### src/hdl/assert_macros.svh
// Assertion helpers, clocked on clk and quiet while arst_n is low.
`ifndef ASSERT_MACROS_SVH
`define ASSERT_MACROS_SVH

// A property that must hold at every rising clock edge out of reset.
`define ASSERT_ALWAYS(label, prop, msg) \
	label: assert property (@(posedge clk) disable iff (!arst_n) (prop)) \
		else $error(msg);

// When the antecedent holds, the consequent must hold in the same cycle.
`define ASSERT_IMPLIES(label, ante, cons, msg) \
	label: assert property (@(posedge clk) disable iff (!arst_n) (ante) |-> (cons)) \
		else $error(msg);

// When the antecedent holds, the consequent must hold in the next cycle.
`define ASSERT_NEXT(label, ante, cons, msg) \
	label: assert property (@(posedge clk) disable iff (!arst_n) (ante) |=> (cons)) \
		else $error(msg);

`endif

### src/hdl/gcs_pkg.sv
package gcs_pkg;

	localparam int TABLE_DEPTH = 16;
	localparam int MAX_GLYPHS = 1024;

	localparam int CH_W = 8;
	localparam int COLOR_W = 3 * CH_W;
	localparam int IDX_W = 10;
	localparam int CNT_W = 11;
	localparam int OP_W = 2;
	localparam int MODE_W = 2;
	localparam int CFG_IDX_W = 2;

	localparam int ADDR_W = (TABLE_DEPTH > 1) ? $clog2(TABLE_DEPTH) : 1;
	localparam int FILL_W = $clog2(TABLE_DEPTH + 1);
	localparam int DEN_W = ($clog2(MAX_GLYPHS) < CNT_W) ? $clog2(MAX_GLYPHS) : CNT_W;
	localparam int PROD_W = CH_W + IDX_W;

	localparam int DIV_RADIX = 4;
	localparam int DIV_STEPS = (PROD_W + DIV_RADIX - 1) / DIV_RADIX;
	localparam int DIV_W = DIV_STEPS * DIV_RADIX;
	localparam int STEP_W = $clog2(DIV_STEPS + 1);

	localparam int IN_TDATA_W = ((IDX_W + CNT_W + COLOR_W + 7) / 8) * 8;
	localparam int OUT_TDATA_W = ((COLOR_W + 7) / 8) * 8;

	localparam logic [OP_W-1:0] OP_QUERY = 2'd0;
	localparam logic [OP_W-1:0] OP_CLEAR = 2'd1;
	localparam logic [OP_W-1:0] OP_APPEND = 2'd2;

	localparam logic [MODE_W-1:0] MODE_SOLID = 2'd0;
	localparam logic [MODE_W-1:0] MODE_GRADIENT = 2'd1;
	localparam logic [MODE_W-1:0] MODE_LETTER = 2'd2;

	localparam logic [CFG_IDX_W-1:0] REG_COLOR_MODE = 2'd0;
	localparam logic [CFG_IDX_W-1:0] REG_SOLID_COLOR = 2'd1;
	localparam logic [CFG_IDX_W-1:0] REG_GRADIENT_START = 2'd2;
	localparam logic [CFG_IDX_W-1:0] REG_GRADIENT_END = 2'd3;

	localparam logic [1:0] CH_RED = 2'd0;
	localparam logic [1:0] CH_GREEN = 2'd1;
	localparam logic [1:0] CH_BLUE = 2'd2;

	typedef struct packed {
		logic start;
		logic [PROD_W-1:0] dividend;
		logic [DEN_W-1:0] divisor;
	} div_req_t;

	typedef struct packed {
		logic done;
		logic [PROD_W-1:0] quotient;
	} div_rsp_t;

endpackage

### src/hdl/gcs_ram.sv
module gcs_ram #(
	parameter int WIDTH = 24,
	parameter int DEPTH = 16
) (
	input  logic clk,
	input  logic we,
	input  logic [((DEPTH > 1) ? $clog2(DEPTH) : 1)-1:0] waddr,
	input  logic [WIDTH-1:0] wdata,
	input  logic re,
	input  logic [((DEPTH > 1) ? $clog2(DEPTH) : 1)-1:0] raddr,
	output logic [WIDTH-1:0] rdata
);

	logic [WIDTH-1:0] mem_q [DEPTH];

	always_ff @(posedge clk) begin
		if (we) begin
			mem_q[waddr] <= wdata;
		end
		if (re) begin
			rdata <= mem_q[raddr];
		end
	end

endmodule

### src/hdl/gcs_div.sv
module gcs_div (
	input  logic clk,
	input  logic arst_n,
	input  gcs_pkg::div_req_t req,
	output gcs_pkg::div_rsp_t rsp
);

	logic [gcs_pkg::DIV_W-1:0] work_q;
	logic [gcs_pkg::DEN_W-1:0] rem_q;
	logic [gcs_pkg::DEN_W-1:0] den_q;
	logic [gcs_pkg::STEP_W-1:0] step_q;
	logic done_q;

	logic [gcs_pkg::DIV_W-1:0] work_n;
	logic [gcs_pkg::DEN_W-1:0] rem_n;
	logic [gcs_pkg::DEN_W:0] trial;

	// Restoring division, several quotient bits per cycle.
	always_comb begin
		rem_n = rem_q;
		work_n = work_q;
		trial = '0;
		for (int k = 0; k < gcs_pkg::DIV_RADIX; k++) begin
			trial = {rem_n, work_n[gcs_pkg::DIV_W-1]};
			work_n = {work_n[gcs_pkg::DIV_W-2:0], 1'b0};
			if (trial >= {1'b0, den_q}) begin
				rem_n = gcs_pkg::DEN_W'(trial - {1'b0, den_q});
				work_n[0] = 1'b1;
			end else begin
				rem_n = trial[gcs_pkg::DEN_W-1:0];
			end
		end
	end

	always_ff @(posedge clk or negedge arst_n) begin
		if (!arst_n) begin
			step_q <= '0;
			done_q <= 1'b0;
		end else begin
			done_q <= (step_q == gcs_pkg::STEP_W'(1));
			if (req.start) begin
				step_q <= gcs_pkg::STEP_W'(gcs_pkg::DIV_STEPS);
			end else if (step_q != '0) begin
				step_q <= step_q - 1'b1;
			end
		end
	end

	always_ff @(posedge clk) begin
		if (req.start) begin
			work_q <= gcs_pkg::DIV_W'(req.dividend);
			rem_q <= '0;
			den_q <= req.divisor;
		end else if (step_q != '0) begin
			work_q <= work_n;
			rem_q <= rem_n;
		end
	end

	assign rsp.done = done_q;
	assign rsp.quotient = work_q[gcs_pkg::PROD_W-1:0];

endmodule

### src/hdl/glyph_color_selector.sv
// Glyph color selector: returns the RGB color of one glyph of a scrolling text.
// Items arrive on the s_axis channel; tuser carries the operation (query, clear
// table, append table entry) and tdata the glyph index, glyph count and entry
// color. Only a query produces a transfer on the m_axis channel, carrying red,
// green and blue. Registers are written through cfg_we, cfg_index and cfg_data
// while the block is idle; the user must keep to this, as the block does not
// enforce it. A clear or append leaves the block idle, so s_axis_tready stays
// high. A solid color query goes from acceptance to S_DONE, which loads the
// output register; a table query first reads the table in S_TBL. A gradient
// query runs the shared multiply and divide unit once per channel, S_MUL then
// S_DIV; that unit sets the throughput of gradient queries.
// The result sits in an output register, so the next item is accepted while it
// waits; if the receiver stalls, a further query holds at its last step until
// the register frees. Reset clears the registers, the table fill and the output
// valid, and the block starts idle; table contents are undefined until appended.
`include "assert_macros.svh"

module glyph_color_selector (
	input  logic clk,
	input  logic arst_n,
	input  logic s_axis_tvalid,
	output logic s_axis_tready,
	// glyph_index, glyph_count, entry_red, entry_green, entry_blue, zero fill
	input  logic [gcs_pkg::IN_TDATA_W-1:0] s_axis_tdata,
	// op
	input  logic [gcs_pkg::OP_W-1:0] s_axis_tuser,
	output logic m_axis_tvalid,
	input  logic m_axis_tready,
	// out_red, out_green, out_blue
	output logic [gcs_pkg::OUT_TDATA_W-1:0] m_axis_tdata,
	input  logic cfg_we,
	input  logic [gcs_pkg::CFG_IDX_W-1:0] cfg_index,
	input  logic [gcs_pkg::COLOR_W-1:0] cfg_data
);

	typedef enum logic [4:0] {
		S_IDLE = 5'b00001,
		S_MUL  = 5'b00010,
		S_DIV  = 5'b00100,
		S_TBL  = 5'b01000,
		S_DONE = 5'b10000
	} state_t;

	localparam int CNT_LSB = gcs_pkg::IDX_W;
	localparam int RED_LSB = CNT_LSB + gcs_pkg::CNT_W;
	localparam int GRN_LSB = RED_LSB + gcs_pkg::CH_W;
	localparam int BLU_LSB = GRN_LSB + gcs_pkg::CH_W;

	state_t state_q;
	logic [gcs_pkg::MODE_W-1:0] color_mode_q;
	logic [gcs_pkg::COLOR_W-1:0] solid_color_q;
	logic [gcs_pkg::COLOR_W-1:0] gradient_start_q;
	logic [gcs_pkg::COLOR_W-1:0] gradient_end_q;
	logic [gcs_pkg::FILL_W-1:0] fill_q;
	logic [gcs_pkg::IDX_W-1:0] idx_q;
	logic [gcs_pkg::DEN_W-1:0] den_q;
	logic [1:0] ch_q;
	logic [gcs_pkg::COLOR_W-1:0] color_q;
	logic use_tbl_q;
	logic out_valid_q;
	logic [gcs_pkg::OUT_TDATA_W-1:0] out_data_q;

	logic s_accept;
	logic [gcs_pkg::IDX_W-1:0] in_idx;
	logic [gcs_pkg::CNT_W-1:0] in_cnt;
	logic [gcs_pkg::CNT_W-1:0] cnt_sat;
	logic [gcs_pkg::COLOR_W-1:0] in_color;
	logic tbl_hit;
	logic tbl_we;
	logic [gcs_pkg::COLOR_W-1:0] tbl_rdata;
	logic [gcs_pkg::CH_W-1:0] s_byte;
	logic [gcs_pkg::CH_W-1:0] e_byte;
	logic [gcs_pkg::CH_W:0] diff;
	logic [gcs_pkg::CH_W-1:0] diff_mag;
	logic [gcs_pkg::CH_W-1:0] q_low;
	logic [gcs_pkg::CH_W-1:0] blend_byte;
	logic [gcs_pkg::COLOR_W-1:0] final_color;
	gcs_pkg::div_req_t div_req;
	gcs_pkg::div_rsp_t div_rsp;

	assign s_axis_tready = (state_q == S_IDLE);
	assign s_accept = s_axis_tvalid && s_axis_tready;
	assign in_idx = s_axis_tdata[CNT_LSB-1:0];
	assign in_cnt = s_axis_tdata[RED_LSB-1:CNT_LSB];
	assign in_color = {s_axis_tdata[GRN_LSB-1:RED_LSB], s_axis_tdata[BLU_LSB-1:GRN_LSB],
		s_axis_tdata[BLU_LSB+gcs_pkg::CH_W-1:BLU_LSB]};
	assign cnt_sat = (32'(in_cnt) > gcs_pkg::MAX_GLYPHS) ?
		gcs_pkg::CNT_W'(gcs_pkg::MAX_GLYPHS) : in_cnt;
	assign tbl_hit = (32'(in_idx) < 32'(fill_q)) && (32'(in_idx) < gcs_pkg::TABLE_DEPTH);
	assign tbl_we = s_accept && (s_axis_tuser == gcs_pkg::OP_APPEND)
		&& (32'(fill_q) < gcs_pkg::TABLE_DEPTH);

	gcs_ram #(
		.WIDTH(gcs_pkg::COLOR_W),
		.DEPTH(gcs_pkg::TABLE_DEPTH)
	) u_table (
		.clk(clk),
		.we(tbl_we),
		.waddr(fill_q[gcs_pkg::ADDR_W-1:0]),
		.wdata(in_color),
		.re(state_q == S_TBL),
		.raddr(idx_q[gcs_pkg::ADDR_W-1:0]),
		.rdata(tbl_rdata)
	);

	always_comb begin
		case (ch_q)
			gcs_pkg::CH_RED: begin
				s_byte = gradient_start_q[23:16];
				e_byte = gradient_end_q[23:16];
			end
			gcs_pkg::CH_GREEN: begin
				s_byte = gradient_start_q[15:8];
				e_byte = gradient_end_q[15:8];
			end
			default: begin
				s_byte = gradient_start_q[7:0];
				e_byte = gradient_end_q[7:0];
			end
		endcase
	end

	assign diff = {1'b0, e_byte} - {1'b0, s_byte};
	assign diff_mag = diff[gcs_pkg::CH_W] ? gcs_pkg::CH_W'(-diff) : diff[gcs_pkg::CH_W-1:0];
	assign q_low = div_rsp.quotient[gcs_pkg::CH_W-1:0];
	assign blend_byte = s_byte + (diff[gcs_pkg::CH_W] ? gcs_pkg::CH_W'(-q_low) : q_low);

	assign div_req.start = (state_q == S_MUL);
	assign div_req.dividend = gcs_pkg::PROD_W'(diff_mag) * gcs_pkg::PROD_W'(idx_q);
	assign div_req.divisor = den_q;

	gcs_div u_div (
		.clk(clk),
		.arst_n(arst_n),
		.req(div_req),
		.rsp(div_rsp)
	);

	assign final_color = use_tbl_q ? tbl_rdata : color_q;

	always_ff @(posedge clk or negedge arst_n) begin
		if (!arst_n) begin
			color_mode_q <= gcs_pkg::MODE_SOLID;
			solid_color_q <= '0;
			gradient_start_q <= '0;
			gradient_end_q <= '0;
		end else if (cfg_we) begin
			unique case (cfg_index)
				gcs_pkg::REG_COLOR_MODE: color_mode_q <= cfg_data[gcs_pkg::MODE_W-1:0];
				gcs_pkg::REG_SOLID_COLOR: solid_color_q <= cfg_data;
				gcs_pkg::REG_GRADIENT_START: gradient_start_q <= cfg_data;
				gcs_pkg::REG_GRADIENT_END: gradient_end_q <= cfg_data;
				default: ;
			endcase
		end
	end

	always_ff @(posedge clk or negedge arst_n) begin
		if (!arst_n) begin
			state_q <= S_IDLE;
			fill_q <= '0;
			ch_q <= gcs_pkg::CH_RED;
			use_tbl_q <= 1'b0;
			out_valid_q <= 1'b0;
		end else begin
			if (out_valid_q && m_axis_tready && state_q != S_DONE) begin
				out_valid_q <= 1'b0;
			end
			unique case (state_q)
				S_IDLE: begin
					if (s_accept) begin
						use_tbl_q <= 1'b0;
						ch_q <= gcs_pkg::CH_RED;
						unique case (s_axis_tuser)
							gcs_pkg::OP_CLEAR: fill_q <= '0;
							gcs_pkg::OP_APPEND: begin
								if (tbl_we) begin
									fill_q <= fill_q + 1'b1;
								end
							end
							gcs_pkg::OP_QUERY: begin
								if (color_mode_q == gcs_pkg::MODE_GRADIENT) begin
									if (cnt_sat > gcs_pkg::CNT_W'(1)) begin
										state_q <= S_MUL;
									end else begin
										state_q <= S_DONE;
									end
								end else if (color_mode_q == gcs_pkg::MODE_LETTER && tbl_hit) begin
									use_tbl_q <= 1'b1;
									state_q <= S_TBL;
								end else begin
									state_q <= S_DONE;
								end
							end
							default: ;
						endcase
					end
				end
				S_MUL: state_q <= S_DIV;
				S_DIV: begin
					if (div_rsp.done) begin
						if (ch_q == gcs_pkg::CH_BLUE) begin
							state_q <= S_DONE;
						end else begin
							ch_q <= ch_q + 1'b1;
							state_q <= S_MUL;
						end
					end
				end
				S_TBL: state_q <= S_DONE;
				S_DONE: begin
					if (!out_valid_q || m_axis_tready) begin
						out_valid_q <= 1'b1;
						state_q <= S_IDLE;
					end
				end
				default: state_q <= S_IDLE;
			endcase
		end
	end

	always_ff @(posedge clk) begin
		if (s_accept) begin
			idx_q <= in_idx;
			den_q <= gcs_pkg::DEN_W'(cnt_sat - 1'b1);
			if (color_mode_q == gcs_pkg::MODE_GRADIENT) begin
				color_q <= gradient_start_q;
			end else begin
				color_q <= solid_color_q;
			end
		end else if (state_q == S_DIV && div_rsp.done) begin
			case (ch_q)
				gcs_pkg::CH_RED: color_q[23:16] <= blend_byte;
				gcs_pkg::CH_GREEN: color_q[15:8] <= blend_byte;
				default: color_q[7:0] <= blend_byte;
			endcase
		end
		if (state_q == S_DONE && (!out_valid_q || m_axis_tready)) begin
			out_data_q <= gcs_pkg::OUT_TDATA_W'({final_color[7:0], final_color[15:8],
				final_color[23:16]});
		end
	end

	assign m_axis_tvalid = out_valid_q;
	assign m_axis_tdata = out_data_q;

	`ASSERT_ALWAYS(a_fill_bound, 32'(fill_q) <= gcs_pkg::TABLE_DEPTH, "table fill past depth")
	`ASSERT_IMPLIES(a_div_done_state, div_rsp.done, state_q == S_DIV, "divider done outside S_DIV")
	`ASSERT_NEXT(a_clear_empties, s_accept && s_axis_tuser == gcs_pkg::OP_CLEAR, fill_q == '0, "clear did not empty table")
	`ASSERT_IMPLIES(a_result_source, $rose(m_axis_tvalid), $past(state_q == S_DONE), "result without finished query")

endmodule
### config.mk
export PLATFORM = sky130hd
export DESIGN_NAME = glyph_color_selector
export DESIGN_NICKNAME = d
export VERILOG_FILES = /design/src/hdl/gcs_pkg.sv /design/src/hdl/gcs_ram.sv /design/src/hdl/gcs_div.sv /design/src/hdl/glyph_color_selector.sv
export VERILOG_INCLUDE_DIRS = /design/src /design/src/hdl
export SDC_FILE = /design/constraint.sdc
export NUM_CORES = 1
export LEC_CHECK = 0
export BUFFER_PORTS_ARGS = -buffer_cell sky130_fd_sc_hd__buf_2
export CORE_MARGIN = 2
export CORE_UTILIZATION = 55
export DETAILED_ROUTE_END_ITERATION = 10
export HOLD_SLACK_MARGIN = 0.08
export PLACE_DENSITY_LB_ADDON = 0.2
export SLEW_MARGIN = 20
export SYNTH_ARGS = -nofsm -noshare
export SYNTH_HDL_FRONTEND = slang
export SYNTH_HIERARCHICAL = 1
export SYNTH_SLANG_ARGS = --single-unit
### constraint.sdc
create_clock -name clk -period 11 [get_ports clk]
set_clock_uncertainty 0.2 [all_clocks]
set_input_delay 2.2 -clock clk [delete_from_list [all_inputs] [get_ports clk]]
set_output_delay 2.2 -clock clk [all_outputs]
set_load 0.01 [all_outputs]
==> summary.md, run 1 <==
| Metric | Value |
|---|---|
| Worst hold path stage count | 0 |
| Critical path fanouts, max | 14 |
| Hold wc startpoint | den_q[9] |
| Status | completed |
| Via count of the first global-routing pass | 18,500 |
| Hold_buf cts | 0 |
| Startpoint type of the worst setup path | flip-flop |
| CTS buffer count | 60 |
| Reg-to-reg endpoint | u_div/rem_q[4] |
| CP required | 11.29 ns |
| H-tree lvl count | 2 |
| Total Wirelength | 73,400 um |
| Kind of cell adding the most delay to the critical path | compound AO/OA/AOI/OAI gates |
| Overflow left after global routing | 0 |
| Residual DRC count | 0 |
| Maximum number of buffers from clock root to sink | 3 |
| Routability Congestion | 0.906 |
| Reg-to-reg critical path startpoint | u_div/den_q[1] |
| Total negative slack for setup checks | 0 ns |
| Total iterations of the first detailed-routing run | 5 |
| Type of the setup path with the least slack | flip-flop to flip-flop |
| Post-CTS Setup Inserts | 0 |
| Number of nets produced by synthesis | 2,342 |
| Number of sinks driven by the clock tree | 608 |
| Cell row count | 85 |
| Total buffers and inverters traversed by the critical path | 4 |
| I/O Buffers | 103 |
| Fin nets | 2,467 |
| Warning count from the yosys run | 6 |
| Area delta synth->final | 11.6% |
| Crit end category | flip-flop |
| Clk pin slew, worst setup/hold paths | 0.06 ns |
| Overall global routing resource usage | 26.3% |
| Worst Max-Slew Pin Slew | 1.12 ns |
| Max Clock Freq | 0.0994 GHz |
| Pin count of the biggest net entering global routing | 105 |
| Largest stage delay on the critical path | 0.61 ns |
| Master of the slowest instance on the critical path | or4_1 |
| Die outline area | 56,500 sq um |
| TritonCTS clock tree | built |
| Worst rel slew slack | 25.0% |
| Period utilisation layout | 91.5% |
| Final Hold Violating Endpoints | 0 |
| Number of antenna violations at the first check in global routing | 3 |
| Synthesized area | 30,000 sq um |
| Worst reg2reg path depth | 35 |
| Cells resized by post-CTS repair | 0 |
| Core region area | 53,900 sq um |
| Avg Vias per Cell | 6.22 |
| Syn Area/Cell | 14.3 sq um |
| IO Count | 107 |
| First-pass GRT wire length | 111,000 um |
| Fraction of layout instances using a drive strength above 1 | 22.4% |
| Floorplan die height | 238 um |
| Starting density of the core | 55.7% |
| Critical path startpoint | u_div/den_q[1] |
| Signal arrival time at the worst endpoint | 10.35 ns |
| Setup repair after global routing missed its margin | no |
| Detailed Place HPWL | 47,800 um |
| Register-to-register setup slack | 0.94 ns |
| Routed len/inst | 24.7 um |
| Final antenna-violating net count | 0 |
| Cells after Synth | 2,100 |
| Max-capacitance violation count | 0 |
| Cell at the root of the clock tree | clkbuf_16 |
| Routed vias | 18,500 |
| Final min period | 10.06 ns |
| Final setup fails | 0 |
| Worst min-delay path endpoint | u_div/den_q[9] |
| Number of max-slew violations in the final report | 0 |
| Die width | 238 um |
| DR iter-0 viols | 1,630 |
| Source-to-sink clock delay at the later pin of the worst-skew pair | 0.62 ns |
| Class of the tightest hold or removal check | flip-flop to flip-flop |
| Cell repeated most along the worst path | ha_1 |
## flip-flops by register name, indices dropped and copies added, names as in the netlist, 20 cells and up
name	count
m_axis_tdata	24
solid_color_q	24
u_div/work_q	20
color_q	24
gradient_start_q	24
gradient_end_q	24
u_table/rdata	24
u_table/mem_q	384
## cell type report
cell class,instances,area (sq um)
Fill cell,3957,20400
Sequential cell,608,17700
Multi-Input combinational cell,1286,11600
Clock buffer,74,1630
Timing Repair Buffer,149,876
Tap cell,696,871
Inverter,120,450
Clock inverter,39,419
Antenna cell,1,2.50
## layout by cell type, fill, tap and decap left out, drive strengths merged, types with 13 or more instances in the layout
cell type,n
buf,149
inv,120
edfxtp,504
mux2,122
o21bai,13
nor3,21
o21ai,63
xnor2,34
mux4,96
nand2b,39
fa,54
o21a,16
a22oi,56
dfrtp,91
a21oi,66
and2,43
nand2,137
xor2,22
nor2,88
ha,107
and3,15
nand3,27
nor2b,48
a21o,31
clkbuf,74
nand4,13
a31oi,25
clkinv,27
## metal layers
metal  global-route usage, %  up-vias  part of all wire [%]
li1                        -     8204                     -
met1                    37.5     9505                    42
met2                    42.3      680                    48
met3                    4.38      114                   7.7
met4                    6.96        2                   2.4
met5                       0        -                 0.018
## how the worst max path moves through the flow
stage	end	depth (start not counted)
finish	u_div/rem_q[4]	35
global placement	u_div/rem_q[9]	33
floorplan	u_div/work_q[0]	37
CTS	u_div/rem_q[9]	33
global route	u_div/rem_q[4]	35
detailed placement	u_div/rem_q[9]	33
## through the flow
step / util [%] / worst slack, ns / cell area (sq um) / hold slack [ns] / std cells
final: 62.1 / 0.940 / 33500 / 0.216 / 2973
after global placement: 58.3 / 1.14 / 31400 / 0.202 / 2859
after detailed placement: 58.3 / 1.09 / 31400 / 0.208 / 2859
after floorplan: - / 1.52 / 30000 / 0.200 / 2100
after global routing: 62.1 / 0.355 / 33500 / 0.219 / 2972
after CTS: 62.1 / 1.04 / 33500 / 0.217 / 2972
Power of run 1 is not shown: default switching activity piles up to over one toggle a cycle in this logic, so the estimate is an artifact.
==> run 2, diff against run 1 <==
--- a/config.mk
+++ b/config.mk
@@ -12,6 +12,7 @@
 export DETAILED_ROUTE_END_ITERATION = 10
 export HOLD_SLACK_MARGIN = 0.08
 export PLACE_DENSITY_LB_ADDON = 0.2
+export RECOVER_POWER = 25
 export SLEW_MARGIN = 20
 export SYNTH_ARGS = -nofsm -noshare
 export SYNTH_HDL_FRONTEND = slang
==> run 2 against run 1 <==
  * Cell area down 0.19%
  * Utilization down 0.12 points
  * Die area unchanged
  * Critical endpoint unchanged
  * The flow now finishes with violations (max-capacitance violations, max-slew violations)
  * Final cell count unchanged
  * Global-route usage unchanged
==> summary.md, run 2 (synthesis gave the netlist of run 1 again) <==
| Metric | Value |
|---|---|
| Status | finished with violations |
| Violated checks | max-capacitance violations, max-slew violations |
| Worst Max-Slew Pin Slew | 2.34 ns |
| Top library cells by usage in the layout, fill and taps aside | edfxtp_1, nand2_1, inv_1 |
| Hold_buf cts | 0 |
| Via count of the first global-routing pass | 18,500 |
| Residual DRC count | 0 |
| Routability Congestion | 0.906 |
| Routed length on met3 | 5650 um |
| Core region area | 53,900 sq um |
| Signal arrival time at the worst endpoint | 10.34 ns |
| Max-capacitance violation count | 3 |
| Master of the slowest instance on the critical path | or4_1 |
| Number of sinks driven by the clock tree | 608 |
| Worst rel slew slack | -55.9% |
| Reg with most FFs | u_table/mem_q |
| IO Count | 107 |
| Area delta synth->final | 11.4% |
| Class of the tightest hold or removal check | flip-flop to flip-flop |
| Flip-flop count of the largest register, all copies and words added | 384 |
| Fin nets | 2,467 |
| Die width | 238 um |
| Share of the core filled with cells in the final layout | 62.0% |
| Largest stage delay on the critical path | 0.60 ns |
| Period utilisation layout | 91.4% |
| Total Wirelength | 73,500 um |
| Fraction of layout instances using a drive strength above 1 | 20.5% |
| Clk pin slew, worst setup/hold paths | 0.06 ns |
| Number of max-slew violations in the final report | 107 |
| Number of antenna violations at the first check in global routing | 2 |
| H-tree lvl count | 2 |
| Cell at the root of the clock tree | clkbuf_16 |
| Critical path fanouts, max | 14 |
| Source-to-sink clock delay at the later pin of the worst-skew pair | 0.62 ns |
| Crit end category | flip-flop |
| Post-route met1 wirelength | 31,000 um |
| Floorplan die height | 238 um |
| Avg Vias per Cell | 6.20 |
| Maximum number of buffers from clock root to sink | 3 |
| Routed len/inst | 24.7 um |
| Final Hold Violating Endpoints | 0 |
| Total negative slack for setup checks | 0 ns |
| Type of the setup path with the least slack | flip-flop to flip-flop |
| Leading cell type in the layout, fill and taps excluded | edfxtp_1 |
| Cell row count | 85 |
| Setup repair after global routing missed its margin | no |
| Top routing layer used | met5 |
| Starting density of the core | 55.7% |
| Startpoint type of the worst setup path | flip-flop |
| CTS buffer count | 60 |
| Met2 layer wire length in the routed design | 35,200 um |
| First-pass GRT wire length | 111,000 um |
| TritonCTS clock tree | built |
| Total iterations of the first detailed-routing run | 5 |
| I/O Buffers | 103 |
| Routed vias | 18,400 |
| CP required | 11.29 ns |
| Final min period | 10.05 ns |
| Final setup fails | 0 |
| Die outline area | 56,500 sq um |
| Kind of cell adding the most delay to the critical path | compound AO/OA/AOI/OAI gates |
| Pin count of the biggest net entering global routing | 105 |
| Post-CTS Setup Inserts | 0 |
| Overall global routing resource usage | 26.3% |
| Cell repeated most along the worst path | ha_1 |
| Total buffers and inverters traversed by the critical path | 4 |
| Overflow left after global routing | 0 |
| Cells resized by post-CTS repair | 0 |
| Max Clock Freq | 0.0995 GHz |
| Detailed Place HPWL | 47,800 um |
| Final antenna-violating net count | 0 |
| DR iter-0 viols | 1,676 |
-- run 2: cell types whose count changed in the layout (fill, tap and decap cells not counted), sizes merged --
cell / previous run / this run
clkbuf: 74 / 104
buf: 149 / 119
-- run 2: metal layers --
layer	vias up	track usage [%]
met5	-	0
li1	8215	-
met1	9462	37.5
met4	2	6.96
met3	104	4.38
met2	650	42.3
-- run 2: final timing paths --
check,start,end,slack (ns),cells past startpoint
setup / recovery,u_div/den_q[1],u_div/rem_q[4],0.95,35
hold / removal,den_q[9],u_div/den_q[9],0.22,0
setup reg to reg,u_div/den_q[1],u_div/rem_q[4],0.95,35
hold reg to reg,den_q[9],u_div/den_q[9],0.22,0
max in group asynchronous,arst_n,color_mode_q[1],6.90,2
min in group asynchronous,arst_n,m_axis_tvalid,1.99,1
-- run 2: cell type report --
type	instances	area, sq um
Antenna cell	1	2.50
Clock buffer	74	1630
Clock inverter	39	419
Fill cell	3981	20500
Inverter	120	450
Multi-Input combinational cell	1286	11600
Sequential cell	608	17700
Tap cell	696	871
Timing Repair Buffer	149	828
-- run 2: stage by stage --
stage               instances  worst slack (ns)  hold slack, ns  instance area [sq um]
floorplan                2100              1.52           0.200                  30000
global placement         2859              1.14           0.202                  31400
detailed placement       2859              1.09           0.208                  31400
CTS                      2972              1.04           0.217                  33500
global route             2972             0.355           0.219                  33400
finish                   2973             0.949           0.217                  33400
Power of run 2 is left out for the same reason.
